$ cat src/hdl/ipe_pkg.sv
// Shared types, codes and helpers for the infix precedence evaluator.
// No dependencies; compiled first.
package ipe_pkg;

  localparam int MAX_NUMS_DEF = 16;
  localparam int Q_DEPTH      = 4;
  localparam int Q_AW         = $clog2(Q_DEPTH);

  localparam logic [1:0] OP_ADD = 2'd0;
  localparam logic [1:0] OP_SUB = 2'd1;
  localparam logic [1:0] OP_MUL = 2'd2;
  localparam logic [1:0] OP_DIV = 2'd3;

  localparam logic [1:0] ST_OK   = 2'd0;
  localparam logic [1:0] ST_DIVZ = 2'd1;
  localparam logic [1:0] ST_SAT  = 2'd2;
  localparam logic [1:0] ST_BAD  = 2'd3;

  localparam logic [7:0] CH_PLUS  = 8'h2B;
  localparam logic [7:0] CH_MINUS = 8'h2D;
  localparam logic [7:0] CH_STAR  = 8'h2A;
  localparam logic [7:0] CH_SLASH = 8'h2F;
  localparam logic [7:0] CH_ZERO  = 8'h30;
  localparam logic [7:0] CH_NINE  = 8'h39;

  typedef struct packed {
    logic       is_num;
    logic       is_op;
    logic       last;
    logic [3:0] digit;
    logic [1:0] op;
  } ipe_tok_t;

  // magnitude of a Q16.16 word; the most negative value maps to 2^31
  function automatic logic [31:0] mag32(logic [31:0] a);
    return a[31] ? (~a + 32'd1) : a;
  endfunction

  // sign a magnitude and clamp to 32 bits; bit 32 of the result is the sat flag
  function automatic logic [32:0] sat_mag(logic [47:0] m, logic neg);
    logic [32:0] r;
    if (!neg) begin
      if (m > 48'h0000_7FFF_FFFF) r = {1'b1, 32'h7FFF_FFFF};
      else                        r = {1'b0, m[31:0]};
    end else begin
      if (m > 48'h0000_8000_0000) r = {1'b1, 32'h8000_0000};
      else                        r = {1'b0, ~m[31:0] + 32'd1};
    end
    return r;
  endfunction

endpackage

$ cat src/hdl/ipe_ifs.sv
// Valid/ready channel interfaces for the character input and the result output.
// No dependencies.
interface ipe_char_if;
  logic       valid;
  logic       ready;
  logic [7:0] char_code;
  logic       last;
  modport source (output valid, output char_code, output last, input ready);
  modport sink   (input valid, input char_code, input last, output ready);
endinterface

interface ipe_res_if;
  logic               valid;
  logic               ready;
  logic signed [31:0] value;
  logic [1:0]         status;
  modport source (output valid, output value, output status, input ready);
  modport sink   (input valid, input value, input status, output ready);
endinterface

$ cat src/hdl/ipe_front.sv
// Front end: accepts characters and classifies them into tokens.
// Depends on ipe_pkg and ipe_char_if.
module ipe_front (
  ipe_char_if.sink          in_ch,
  input  logic              q_full,
  output logic              push,
  output ipe_pkg::ipe_tok_t tok
);
  import ipe_pkg::*;

  logic [7:0] c;
  assign c = in_ch.char_code;

  always_comb begin
    tok        = '0;
    tok.last   = in_ch.last;
    tok.digit  = 4'(c - CH_ZERO);
    tok.is_num = (c >= CH_ZERO) && (c <= CH_NINE);
    tok.is_op  = 1'b1;
    unique case (c)
      CH_PLUS:  tok.op = OP_ADD;
      CH_MINUS: tok.op = OP_SUB;
      CH_STAR:  tok.op = OP_MUL;
      CH_SLASH: tok.op = OP_DIV;
      default:  tok.is_op = 1'b0;
    endcase
  end

  assign in_ch.ready = !q_full;
  // ignored characters vanish here unless they close the expression
  assign push = in_ch.valid && !q_full && (tok.is_num || tok.is_op || tok.last);

endmodule

$ cat src/hdl/ipe_fifo.sv
// Short token queue between front and back.
// Depends on ipe_pkg.
module ipe_fifo (
  input  logic              clk,
  input  logic              rst_n,
  input  logic              push,
  input  ipe_pkg::ipe_tok_t push_tok,
  output logic              full,
  input  logic              pop,
  output logic              q_valid,
  output ipe_pkg::ipe_tok_t q_tok
);
  import ipe_pkg::*;

  ipe_tok_t         mem_r [Q_DEPTH];
  logic [Q_AW-1:0]  wp_r, rp_r;
  logic [Q_AW:0]    cnt_r;

  assign full    = (cnt_r == (Q_AW+1)'(Q_DEPTH));
  assign q_valid = (cnt_r != '0);
  assign q_tok   = mem_r[rp_r];

  always_ff @(posedge clk) begin
    if (push) mem_r[wp_r] <= push_tok;
  end

  always_ff @(posedge clk) begin
    if (!rst_n) begin
      wp_r  <= '0;
      rp_r  <= '0;
      cnt_r <= '0;
    end else begin
      if (push)          wp_r <= wp_r + 1'b1;
      if (pop && q_valid) rp_r <= rp_r + 1'b1;
      cnt_r <= cnt_r + (Q_AW+1)'(push) - (Q_AW+1)'(pop && q_valid);
    end
  end

endmodule

$ cat src/hdl/ipe_back.sv
// Back end: token stores and the sequential two-level precedence evaluator.
// Depends on ipe_pkg and ipe_res_if.
module ipe_back #(
  parameter int MAX_NUMS = ipe_pkg::MAX_NUMS_DEF
) (
  input  logic              clk,
  input  logic              rst_n,
  input  logic              q_valid,
  input  ipe_pkg::ipe_tok_t q_tok,
  output logic              pop,
  ipe_res_if.source         out_ch
);
  import ipe_pkg::*;

  localparam int AW = (MAX_NUMS > 1) ? $clog2(MAX_NUMS) : 1;
  localparam int CW = $clog2(MAX_NUMS + 1);

  localparam logic [3:0] S_LOAD = 4'd0;
  localparam logic [3:0] S_CHK  = 4'd1;
  localparam logic [3:0] S_INIT = 4'd2;
  localparam logic [3:0] S_STEP = 4'd3;
  localparam logic [3:0] S_MULF = 4'd4;
  localparam logic [3:0] S_DIV  = 4'd5;
  localparam logic [3:0] S_DIVF = 4'd6;
  localparam logic [3:0] S_FIN  = 4'd7;
  localparam logic [3:0] S_OUT  = 4'd8;

  logic [31:0] nmem [MAX_NUMS];
  logic [1:0]  omem [MAX_NUMS];

  logic [3:0]    state_r, state_nxt;
  logic [CW-1:0] nc_r, nc_nxt, oc_r, oc_nxt, k_r, k_nxt;
  logic          ovf_r, ovf_nxt;
  logic [31:0]   term_r, term_nxt, acc_r, acc_nxt;
  logic          have_r, have_nxt, sat_r, sat_nxt, neg_r, neg_nxt;
  logic [1:0]    addop_r, addop_nxt;
  logic [31:0]   num_q;
  logic [1:0]    op_q;
  logic [63:0]   prod_r, prod_nxt;
  logic [47:0]   dnd_r, dnd_nxt;
  logic [32:0]   rem_r, rem_nxt;
  logic [31:0]   dvs_r, dvs_nxt;
  logic [5:0]    dcnt_r, dcnt_nxt;
  logic [31:0]   res_val_r, res_val_nxt;
  logic [1:0]    res_st_r, res_st_nxt;

  logic          rd_en, num_we, op_we;
  logic [AW-1:0] rd_naddr, rd_oaddr;
  logic [CW:0]   next_k;
  logic          adv;
  logic [32:0]   sum33, rem_sh, sm;
  logic          rem_ge;
  logic [31:0]   commit_val;
  logic          commit_sat;

  always_ff @(posedge clk) begin
    if (num_we) nmem[nc_r[AW-1:0]] <= {12'd0, q_tok.digit, 16'd0};
    if (op_we)  omem[oc_r[AW-1:0]] <= q_tok.op;
    if (rd_en) begin
      num_q <= nmem[rd_naddr];
      op_q  <= omem[rd_oaddr];
    end
  end

  // fold the pending product term into the running sum
  always_comb begin
    if (addop_r == OP_SUB) sum33 = {acc_r[31], acc_r} - {term_r[31], term_r};
    else                   sum33 = {acc_r[31], acc_r} + {term_r[31], term_r};
    commit_sat = have_r && (sum33[32] != sum33[31]);
    if (!have_r)         commit_val = term_r;
    else if (commit_sat) commit_val = sum33[32] ? 32'h8000_0000 : 32'h7FFF_FFFF;
    else                 commit_val = sum33[31:0];
  end

  assign rem_sh = {rem_r[31:0], dnd_r[47]};
  assign rem_ge = rem_sh >= {1'b0, dvs_r};

  always_comb begin
    state_nxt   = state_r;
    nc_nxt      = nc_r;
    oc_nxt      = oc_r;
    ovf_nxt     = ovf_r;
    k_nxt       = k_r;
    term_nxt    = term_r;
    acc_nxt     = acc_r;
    have_nxt    = have_r;
    sat_nxt     = sat_r;
    neg_nxt     = neg_r;
    addop_nxt   = addop_r;
    prod_nxt    = prod_r;
    dnd_nxt     = dnd_r;
    rem_nxt     = rem_r;
    dvs_nxt     = dvs_r;
    dcnt_nxt    = dcnt_r;
    res_val_nxt = res_val_r;
    res_st_nxt  = res_st_r;
    rd_en       = 1'b0;
    rd_naddr    = '0;
    rd_oaddr    = '0;
    num_we      = 1'b0;
    op_we       = 1'b0;
    pop         = 1'b0;
    adv         = 1'b0;
    sm          = '0;
    next_k      = {1'b0, k_r} + 1'b1;

    unique case (state_r)
      S_LOAD: begin
        pop = 1'b1;
        if (q_valid) begin
          if (q_tok.is_num) begin
            if (nc_r < CW'(MAX_NUMS)) begin
              num_we = 1'b1;
              nc_nxt = nc_r + 1'b1;
            end else begin
              ovf_nxt = 1'b1;
            end
          end
          if (q_tok.is_op) begin
            if (oc_r < CW'(MAX_NUMS)) begin
              op_we  = 1'b1;
              oc_nxt = oc_r + 1'b1;
            end else begin
              ovf_nxt = 1'b1;
            end
          end
          if (q_tok.last) state_nxt = S_CHK;
        end
      end
      S_CHK: begin
        if (ovf_r || ({1'b0, nc_r} < ({1'b0, oc_r} + 1'b1))) begin
          res_val_nxt = '0;
          res_st_nxt  = ST_BAD;
          state_nxt   = S_OUT;
        end else begin
          rd_en     = 1'b1;
          state_nxt = S_INIT;
        end
      end
      S_INIT: begin
        term_nxt  = num_q;
        have_nxt  = 1'b0;
        sat_nxt   = 1'b0;
        addop_nxt = OP_ADD;
        k_nxt     = '0;
        if (oc_r == '0) begin
          state_nxt = S_FIN;
        end else begin
          rd_en     = 1'b1;
          rd_naddr  = AW'(1);
          state_nxt = S_STEP;
        end
      end
      S_STEP: begin
        unique case (op_q) inside
          OP_ADD, OP_SUB: begin
            acc_nxt   = commit_val;
            have_nxt  = 1'b1;
            sat_nxt   = sat_r | commit_sat;
            addop_nxt = op_q;
            term_nxt  = num_q;
            adv       = 1'b1;
          end
          OP_MUL: begin
            prod_nxt  = mag32(term_r) * mag32(num_q);
            neg_nxt   = term_r[31] ^ num_q[31];
            state_nxt = S_MULF;
          end
          default: begin
            if (num_q == '0) begin
              res_val_nxt = '0;
              res_st_nxt  = ST_DIVZ;
              state_nxt   = S_OUT;
            end else begin
              dnd_nxt   = {mag32(term_r), 16'd0};
              rem_nxt   = '0;
              dvs_nxt   = mag32(num_q);
              dcnt_nxt  = '0;
              neg_nxt   = term_r[31] ^ num_q[31];
              state_nxt = S_DIV;
            end
          end
        endcase
      end
      S_MULF: begin
        sm       = sat_mag(prod_r[63:16], neg_r);
        term_nxt = sm[31:0];
        sat_nxt  = sat_r | sm[32];
        adv      = 1'b1;
      end
      S_DIV: begin
        // restoring divide, one quotient bit per cycle
        rem_nxt  = rem_ge ? (rem_sh - {1'b0, dvs_r}) : rem_sh;
        dnd_nxt  = {dnd_r[46:0], rem_ge};
        dcnt_nxt = dcnt_r + 1'b1;
        if (dcnt_r == 6'd47) state_nxt = S_DIVF;
      end
      S_DIVF: begin
        sm       = sat_mag(dnd_r, neg_r);
        term_nxt = sm[31:0];
        sat_nxt  = sat_r | sm[32];
        adv      = 1'b1;
      end
      S_FIN: begin
        res_val_nxt = commit_val;
        res_st_nxt  = (sat_r || commit_sat) ? ST_SAT : ST_OK;
        state_nxt   = S_OUT;
      end
      S_OUT: begin
        if (out_ch.ready) begin
          nc_nxt    = '0;
          oc_nxt    = '0;
          ovf_nxt   = 1'b0;
          state_nxt = S_LOAD;
        end
      end
      default: state_nxt = S_LOAD;
    endcase

    // operator k done: fetch operator k+1 and number k+2, or finish
    if (adv) begin
      k_nxt = next_k[CW-1:0];
      if (next_k < {1'b0, oc_r}) begin
        rd_en     = 1'b1;
        rd_oaddr  = next_k[AW-1:0];
        rd_naddr  = AW'(next_k + 1'b1);
        state_nxt = S_STEP;
      end else begin
        state_nxt = S_FIN;
      end
    end
  end

  always_ff @(posedge clk) begin
    if (!rst_n) begin
      state_r <= S_LOAD;
      nc_r    <= '0;
      oc_r    <= '0;
      ovf_r   <= 1'b0;
    end else begin
      state_r <= state_nxt;
      nc_r    <= nc_nxt;
      oc_r    <= oc_nxt;
      ovf_r   <= ovf_nxt;
    end
  end

  always_ff @(posedge clk) begin
    k_r       <= k_nxt;
    term_r    <= term_nxt;
    acc_r     <= acc_nxt;
    have_r    <= have_nxt;
    sat_r     <= sat_nxt;
    neg_r     <= neg_nxt;
    addop_r   <= addop_nxt;
    prod_r    <= prod_nxt;
    dnd_r     <= dnd_nxt;
    rem_r     <= rem_nxt;
    dvs_r     <= dvs_nxt;
    dcnt_r    <= dcnt_nxt;
    res_val_r <= res_val_nxt;
    res_st_r  <= res_st_nxt;
  end

  assign out_ch.valid  = (state_r == S_OUT);
  assign out_ch.value  = res_val_r;
  assign out_ch.status = res_st_r;

  a_counts_bounded: assert property (@(posedge clk) disable iff (!rst_n)
    (nc_r <= CW'(MAX_NUMS)) && (oc_r <= CW'(MAX_NUMS)))
    else $error("store count beyond depth");

  a_err_value_zero: assert property (@(posedge clk) disable iff (!rst_n)
    out_ch.valid && (out_ch.status == ST_DIVZ || out_ch.status == ST_BAD)
      |-> out_ch.value == '0)
    else $error("error result with nonzero value");

  a_div_nonzero: assert property (@(posedge clk) disable iff (!rst_n)
    (state_r == S_DIV) |-> (dvs_r != '0))
    else $error("divider started on zero divisor");

  a_cleared_after_out: assert property (@(posedge clk) disable iff (!rst_n)
    out_ch.valid && out_ch.ready |=> (nc_r == '0) && (oc_r == '0) && !ovf_r)
    else $error("stores not emptied after result");

endmodule

$ cat src/hdl/infix_precedence_evaluator.sv
// Top level: character front end, token queue and evaluating back end.
// Depends on ipe_pkg, ipe_ifs, ipe_front, ipe_fifo, ipe_back.
//
//  channel | dir | payload                          | handshake
//  in_ch   | in  | char_code[7:0], last             | valid/ready
//  out_ch  | out | value[31:0] Q16.16, status[1:0]  | valid/ready
//
// Characters are taken one per cycle while the 4-entry token queue has room.
// The back end stores one token per cycle while loading; after a last token
// it runs S_CHK and S_INIT, one step per operator (+ or - in S_STEP, * adds
// S_MULF, / adds the bit-serial divider S_DIV and S_DIVF), then S_FIN.
// Reset is synchronous, active low, and empties queue and stores at once.
// A stalled result holds the back end; the queue keeps taking characters until full.
module infix_precedence_evaluator #(
  parameter int MAX_NUMS = ipe_pkg::MAX_NUMS_DEF
) (
  input  logic      clk,
  input  logic      rst_n,
  ipe_char_if.sink  in_ch,
  ipe_res_if.source out_ch
);
  import ipe_pkg::*;

  ipe_tok_t push_tok, q_tok;
  logic     push, full, pop, q_valid;

  ipe_front u_front (
    .in_ch  (in_ch),
    .q_full (full),
    .push   (push),
    .tok    (push_tok)
  );

  ipe_fifo u_fifo (
    .clk      (clk),
    .rst_n    (rst_n),
    .push     (push),
    .push_tok (push_tok),
    .full     (full),
    .pop      (pop),
    .q_valid  (q_valid),
    .q_tok    (q_tok)
  );

  ipe_back #(.MAX_NUMS(MAX_NUMS)) u_back (
    .clk     (clk),
    .rst_n   (rst_n),
    .q_valid (q_valid),
    .q_tok   (q_tok),
    .pop     (pop),
    .out_ch  (out_ch)
  );

endmodule

$ cat src/flat_wrapper.sv
// flat-port wrapper written by rule: the top's interface ports become plain ports
module infix_precedence_evaluator_flat import ipe_pkg::*;
#(
  parameter int MAX_NUMS = ipe_pkg::MAX_NUMS_DEF
)
  (clk, rst_n, in_ch_valid, in_ch_char_code, in_ch_last, in_ch_ready, out_ch_valid, out_ch_value, out_ch_status, out_ch_ready);
  ipe_char_if in_ch_i ();
  ipe_res_if out_ch_i ();
  input  logic clk;
  input  logic rst_n;
  input wire logic [$bits(in_ch_i.valid)-1:0] in_ch_valid;
  input wire logic [$bits(in_ch_i.char_code)-1:0] in_ch_char_code;
  input wire logic [$bits(in_ch_i.last)-1:0] in_ch_last;
  output wire logic [$bits(in_ch_i.ready)-1:0] in_ch_ready;
  output wire logic [$bits(out_ch_i.valid)-1:0] out_ch_valid;
  output wire logic [$bits(out_ch_i.value)-1:0] out_ch_value;
  output wire logic [$bits(out_ch_i.status)-1:0] out_ch_status;
  input wire logic [$bits(out_ch_i.ready)-1:0] out_ch_ready;
  assign in_ch_i.valid = in_ch_valid;
  assign in_ch_i.char_code = in_ch_char_code;
  assign in_ch_i.last = in_ch_last;
  assign in_ch_ready = in_ch_i.ready;
  assign out_ch_valid = out_ch_i.valid;
  assign out_ch_value = out_ch_i.value;
  assign out_ch_status = out_ch_i.status;
  assign out_ch_i.ready = out_ch_ready;
  infix_precedence_evaluator #(.MAX_NUMS(MAX_NUMS)) u_core (.clk(clk), .rst_n(rst_n), .in_ch(in_ch_i), .out_ch(out_ch_i));
endmodule
$ cat config.mk
export PLATFORM = sky130hd
export DESIGN_NAME = infix_precedence_evaluator_flat
export DESIGN_NICKNAME = d
export VERILOG_FILES = /design/src/hdl/ipe_pkg.sv /design/src/hdl/ipe_ifs.sv /design/src/hdl/ipe_front.sv /design/src/hdl/ipe_fifo.sv /design/src/hdl/ipe_back.sv /design/src/hdl/infix_precedence_evaluator.sv /design/src/flat_wrapper.sv
export SDC_FILE = /design/constraint.sdc
export NUM_CORES = 1
export LEC_CHECK = 0
export ABC_CLOCK_PERIOD_IN_PS = 24500
export BUFFER_PORTS_ARGS = -buffer_cell sky130_fd_sc_hd__buf_2
export CELL_PAD_IN_SITES_DETAIL_PLACEMENT = 0
export CELL_PAD_IN_SITES_GLOBAL_PLACEMENT = 1
export CORE_UTILIZATION = 57
export CTS_BUF_LIST = sky130_fd_sc_hd__clkbuf_2
export DETAILED_ROUTE_END_ITERATION = 7
export PLACE_DENSITY = 0.95
export REMOVE_ABC_BUFFERS = 1
export SLEW_MARGIN = 20
export SYNTH_ARGS = -nofsm -noshare
export SYNTH_HDL_FRONTEND = slang
export SYNTH_SLANG_ARGS = --single-unit
$ cat constraint.sdc
create_clock -name clk -period 24.5 [get_ports clk]
set_input_delay 1.225 -clock clk [delete_from_list [all_inputs] [get_ports clk]]
set_output_delay 1.225 -clock clk [all_outputs]
set_load 0.05 [all_outputs]
**Word level (Yosys, flattened, before mapping)**

Memory sizes are Yosys's and may differ from the RTL's. A register that Yosys moved wholly into a read port is not among the register bits.
Index checks and enable logic that the tools add are counted.

- RAM bits: 132
- Bits in latches: 0
- Memories: 3
- Memory bits (read-only): 0
- Flip-flop bits (word level): 344

- Eq/ne operators: 36
- Bitwise operators: 11
- Reductions and logical operators: 37
- $mul: 1
- Mux-type cells: 104
- Shifts and indexed selects: 0
- Divide/modulo/power cells: 0
- $add $sub $neg: 18
- Magnitude comparators: 11

Memories:

| name | depth | bits a word | read ports | clocked after Yosys merged registers in | wr ports | RTL line | text |
|---|---|---|---|---|---|---|---|
| u_core.u_back.nmem | 16 | 4 | 1 | 1 | 1 | ipe_back.sv:28 | `logic [31:0] nmem [MAX_NUMS];` |
| u_core.u_fifo.mem_r | 4 | 9 | 1 | 1 | 1 | ipe_fifo.sv:15 | `ipe_tok_t mem_r [Q_DEPTH];` |
| u_core.u_back.omem | 16 | 2 | 1 | 1 | 1 | ipe_back.sv:29 | `logic [1:0] omem [MAX_NUMS];` |

Operators by type and width:

| kind | count |
|---|---|
| $mux 32 | 12 |
| $mux 33 | 9 |
| $add 32x1->32 const B | 4 |
| $not 32->32 | 4 |
| $pmux 32 s4 | 1 |
| $gt 48x31->1 const B | 2 |
| $gt 48x32->1 const B | 2 |
| $mux 48 | 2 |
| $pmux 32 s3 | 1 |
| $pmux 48 s2 | 1 |
| $mul 32x32->64 | 1 |
| $pmux 32 s2 | 1 |
| $mux 5 | 9 |
| $mux 4 | 11 |
| $add 32x32->33 | 1 |
| $ge 33x32->1 | 1 |
| $sub 32x32->33 | 1 |
| $eq 8x6->1 const B | 4 |
| $logic_not 32->1 | 1 |
| $mux 1 | 32 |
| $pmux 4 s8 | 1 |
| $sub 32x32->32 | 1 |
| $pmux 5 s2 | 2 |
| $eq 4x3->1 const B | 4 |
| 55 further kinds | 110 |

**Longest topological paths before layout**

- Depth after elaboration: 8
- Depth in mapped cells: 31

**Modules after synthesis**

From an unflattened synthesis, not the netlist that was laid out.

- Cells, all modules: 2754
- Area total of the unflattened synthesis: 28418.5 µm²

By module, submodules not included:

| module | sequential area each (µm²) | instances | cells each | area an instance (µm²) |
|---|---|---|---|---|
| ipe_back | 10450.0 | 1 | 2643 | 26510.4 |
| ipe_fifo | 1261.2 | 1 | 92 | 1776.7 |
| ipe_front | 0.0 | 1 | 19 | 131.4 |

**Least setup slack after synthesis**

OpenSTA, ideal clock, no wires.

- Path kind: reg2reg
- From: register u_core.u_back.state_r[3]
- To: register u_core.u_back.dcnt_r[0], enable pin
- Period minus slack after synthesis: 7.871 ns
- Library setup time: 0.649 ns
- Slack: 16.629 ns
- Data required time: 23.851 ns
- Arrival time: 7.222 ns
- Stages on the path, launching flop included: 6
- Buffers on the path: 1
- Path through: dfxtp_1 clkbuf_1 or2_1 nor2_1 o41ai_1 o21ai_0

- Cells in the longest elaborated chain, start to end: 3
- Elaborated cells between the ends (all ways): 6
- Those cells by class: 4 x eq/ne; 2 x reduce/logical

RTL lines:

| item | RTL line | text |
|---|---|---|
| start: declaration | ipe_back.sv:31 | `logic [3:0] state_r, state_nxt;` |
| start signal: assignment | ipe_back.sv:241 | `state_r <= state_nxt;` |
| $eq 4x2->1 / $eq 4x3->1 (equally long branches) | ipe_back.sv:107 | `unique case (state_r)` |
| $ne 2x2->1 (no source line) / $reduce_bool 2->1 (equally long branches) | -- |  |
| $reduce_and 3->1 (no source line) (*) | -- |  |
| end signal: assignment | ipe_back.sv:260 | `dcnt_r <= dcnt_nxt;` |
| end: declaration | ipe_back.sv:43 | `logic [5:0] dcnt_r, dcnt_nxt;` |

Mark *: on every way between the ends. The rest lies on a longest branch, timed or not.
A chain may end at the register's enable or synchronous reset.

**Worst setup path after layout**

- From: register u_core.u_back.term_r[0]
- To: register u_core.u_back.prod_r[52] (data pin)

- Cells in the longest elaborated chain, start to end: 4

RTL lines:

| item | RTL line | text |
|---|---|---|
| start: declaration | ipe_back.sv:34 | `logic [31:0] term_r, term_nxt, acc_r, acc_nxt;` |
| start signal: assignment | ipe_back.sv:250 | `term_r <= term_nxt;` |
| $not 32->32 | ipe_pkg.sv:36 | `return a[31] ? (~a + 32'd1) : a;` |
| $add 32x1->32 | ipe_pkg.sv:36 |  |
| $mux 32 (*) | ipe_pkg.sv:36 |  |
| $mul 32x32->64 (*) | ipe_back.sv:165 | `prod_nxt = mag32(term_r) * mag32(num_q);` |
| end signal: assignment | ipe_back.sv:256 | `prod_r <= prod_nxt;` |
| end: declaration | ipe_back.sv:39 | `logic [63:0] prod_r, prod_nxt;` |

Marks and branches as above.

==> results.sh <==
export IMPL_synth_area_per_cell_um2=10.2
export IMPL_clk_latency_ps=1160
export IMPL_io_buffers=48
export IMPL_busiest_layer="met2"
export IMPL_synth_edf_count=374
export IMPL_yosys_area_top_type="edfxtp_1"
export IMPL_critical_path_max_stage_delay_ps=620
export IMPL_ctsHoldBuffers=0
export IMPL_synth_flop_cell="edfxtp_1"
export IMPL_r2r_end="u_core.u_back.prod_r[52]"
export IMPL_antenna_found_initial=2
export IMPL_grt_use_total=0.272
export IMPL_final_max_slew_viol_count=0
export IMPL_worst_slack_ps=15960
export IMPL_start_util=0.578
export IMPL_post_synth_xor_area_fraction=0.0518
export IMPL_drc=0
export IMPL_rsz0062_at_grt="false"
export IMPL_wire_per_inst_um=19.1
export IMPL_synth_adder_area_share=0.176
export IMPL_gp_congestion=0.939
export IMPL_cp_slowest_cell="or4_1"
export IMPL_netlist_instances=2770
export IMPL_criticalPathCategory="reg -> reg"
export IMPL_r2r_cells=29
export IMPL_place_inst=3385
export IMPL_cpMostUsedCell="ha_1"
export IMPL_finalSetupViolations=0
export IMPL_min_to="u_core.u_fifo.mem_r[2][6]"
export IMPL_cts_buffer_depth=3
export IMPL_start_kind="flip-flop"
export IMPL_dr_pass1_iters=6
export IMPL_synth_compound_area_share=0.117
export IMPL_vias=21500
export IMPL_hold_slack_ps=326
export IMPL_max_freq_mhz=117
export IMPL_hpwlAfterDp_mm=49.8
export IMPL_nets=3188
export IMPL_synth_mux_area_frac=0.0302
export IMPL_core_mm2=0.0488
export IMPL_worstHoldStart="in_ch_last"
export IMPL_r2r_slack_ps=15960
export IMPL_wirelength_mm=68.0
export IMPL_yosysWarnings=0
export IMPL_area_growth_pct=6.04
export IMPL_clk_pin_slew_ps=120
export IMPL_ir_drop_mv=0.0668
export IMPL_post_cts_resized=0
export IMPL_cts_tree="built"
export IMPL_cts_setup_buffers=0
export IMPL_drive_above_1_share=0.101
export IMPL_grtUsageMet2=0.437
export IMPL_critical_path_arrival_ps=9390
export IMPL_p_leak_nw=12.4
export IMPL_dieHeight_um=224
export IMPL_async_flop_share=0
export IMPL_final_core_util=0.612
export IMPL_fillers=4092
export IMPL_grt_pass1_wl_mm=108
export IMPL_syn_cell_area_mm2=0.0282
export IMPL_post_drt_via_cell_ratio=6.04
export IMPL_regToRegStartpoint="u_core.u_back.term_r[0]"
export IMPL_drtIter0Drc=1817
export IMPL_die_x_um=224
export IMPL_ys_types=84
export IMPL_synth_seq_cells=398
export IMPL_finalCritPeriodShare=0.349
export IMPL_grt_ovfl_total=0
export IMPL_holdPathStages=1
export IMPL_hold_path_class="in -> reg"
export IMPL_status="complete, no violations"
export IMPL_drv_cap=0
export IMPL_worst_path_max_fanout=10
export IMPL_io_pins=49
export IMPL_synth_top_family_by_area="adder cells"
export IMPL_fin_tns_setup_ps=0
export IMPL_dieArea_mm2=0.0504
export IMPL_use_met3=0.0481
export IMPL_slew_headroom=0.242
export IMPL_cts_num_sinks=398
export IMPL_yosysTopAreaCellShare=0.398
export IMPL_fin_crit_ps=8540
export IMPL_cts_htree_levels=3
export IMPL_grt_max_degree=91
export IMPL_synthTopCellsByArea="edfxtp_1 (40%), ha_1 (13%), fa_1 (4.5%), nor2_1 (3.3%), nand2_1 (3.2%)"
export IMPL_cts_made_buffers=99
export IMPL_drtAntennaViolNets=0
export IMPL_powerDensity_mw_per_mm2=80.1
export IMPL_worst_pin_slew_ps=1140
export IMPL_fin_skew_ps=137
export IMPL_core_rowCount=81
export IMPL_pre_cts_ws_ps=16120
export IMPL_critPathRequiredTime_ps=25350
export IMPL_end_kind="flip-flop"
export IMPL_synthSimpleGateAreaFrac=0.167
export IMPL_final_cells=3560
export IMPL_hold_violations=0
export IMPL_yosysSeqAreaShare=0.415
export IMPL_grt_pass1_vias=20800
export IMPL_cts_root_buf="clkbuf_2"
export IMPL_use_met1=0.368
[registers in the layout, summed over array words and instances (netlist names), 3 cells and up, named ones only]
register,cells
u_core.u_back.dcnt_r,6
u_core.u_back.omem,32
u_core.u_back.dvs_r,4
u_core.u_back.nc_r,5
u_core.u_back.dnd_r,48
u_core.u_back.acc_r,32
u_core.u_back.term_r,32
u_core.u_back.nmem,64
u_core.u_back.num_q,4
u_core.u_back.state_r,4
u_core.u_back.k_r,5
u_core.u_back.out_ch.value,32
u_core.u_back.rem_r,32
u_core.u_fifo.mem_r,36
u_core.u_back.prod_r,38
u_core.u_fifo.cnt_r,3
u_core.u_back.oc_r,5
[cells in the final DEF (no fill, tap or decap), types with 18 or more instances in the layout]
cell      Yosys  final
inv_1       196    196
a211oi_1     21     21
o21ai_0     105    104
o22ai_1      31     31
a31oi_1      23     23
clkbuf_2      0    136
mux2i_1      39     39
a21oi_1     145    145
nor4_1       30     30
xor2_1       68     68
ha_1        289    289
nand2b_1     38     38
buf_4         2     24
xnor2_1      99     99
nor3_1       60     58
nor2_1      247    245
nand2_1     240    240
fa_1         64     64
nor2b_1      78     78
nand4_1      18     18
buf_2         4     48
and2_1       89     89
dfxtp_1      24     24
o21a_1       29     29
edfxtp_1    374    374
clkinv_1      1     21
a21o_1       18     18
nand3_1      52     51
[routing by layer]
metal	part of all wire	routed length, um	up-vias
li1	-	-	10100
met1	0.43	28900	10400
met2	0.46	31600	835
met3	0.079	5360	145
met4	0.030	2060	2
met5	0.00019	13	-
[cell usage after synthesis, drive strengths merged (12+ instances only)]
cell type,count
nor3,62
and2,90
xnor2,99
dfxtp,24
nand2b,38
a21oi,145
or3,12
or2,15
o31ai,17
nand3,52
buf,14
nor4,33
o311ai,17
fa,64
edfxtp,374
a21o,18
o2bb2ai,14
mux2,15
clkbuf,107
mux4,13
or4,12
xor2,68
nand2,241
ha,289
mux2i,39
nor2,247
nor2b,78
and3,14
nand4,18
o21ai,110
a31oi,23
o22ai,31
inv,196
o211ai,16
o21a,29
a211oi,21
[how the worst max path moves through the flow]
| stage | from | endpoint | slack (ps) | cells after the start |
|---|---|---|---|---|
| 2_1_floorplan | u_core.u_back.state_r[1] | u_core.u_back.dcnt_r[0] | 16670 | 4 |
| 3_3_place_gp | u_core.u_back.term_r[0] | u_core.u_back.prod_r[52] | 16330 | 29 |
| 3_5_place_dp | u_core.u_back.term_r[0] | u_core.u_back.prod_r[52] | 16120 | 29 |
| 4_1_cts | u_core.u_back.term_r[0] | u_core.u_back.prod_r[52] | 16070 | 29 |
| 5_1_grt | u_core.u_back.term_r[0] | u_core.u_back.prod_r[52] | 15530 | 29 |
| 6_report | u_core.u_back.term_r[0] | u_core.u_back.prod_r[52] | 15960 | 29 |
[worst max-delay path, delay by kind of cell (launching register included)]
kind                       cells  cell delay, ps
and+or+nand+nor                7            1940
adders and majority gates     10            3320
AOI/OAI and AO/OA              7            1800
buffers and inverters          3             230
DFF                            1             550
xor gates and xnor gates       2             470
[cell families after synthesis]
kind of cell,Yosys count
XOR/XNOR,167
AO/OA/AOI/OAI,514
multiplexers,67
adder cells (fa/ha/maj),359
buffers and inverters,318
AND/OR/NAND/NOR,947
flip-flops,398
[final cells by class]
class | instances | area (um2) | share of cell area
antenna | 2 | 5.00 | 0.000167
clock buffer | 136 | 681 | 0.0227
clock inverter | 37 | 196 | 0.00657
inverter | 197 | 739 | 0.0247
multi-input combinational | 2054 | 15300 | 0.513
sequential | 398 | 11700 | 0.391
tap | 664 | 831 | 0.0278
timing repair buffer | 72 | 420 | 0.0141
[report_power, final]
| group | internal [mW] | total (mW) | switching [mW] |
|---|---|---|---|
| Clock | 0.157 | 0.446 | 0.289 |
| Combinational | 0.402 | 1.05 | 0.647 |
| Sequential | 0.854 | 0.901 | 0.0479 |
| Total | 1.41 | 2.40 | 0.983 |
[stage by stage]
stage / cell area, um2 / power, mW
3_3_place_gp: 29000 / 1.93
3_5_place_dp: 29000 / 1.96
5_1_grt: 29900 / 2.59
6_report: 29900 / 2.40
2_1_floorplan: 27700 / 1.69
4_1_cts: 29900 / 2.41
(Power assumes the default switching activity.)
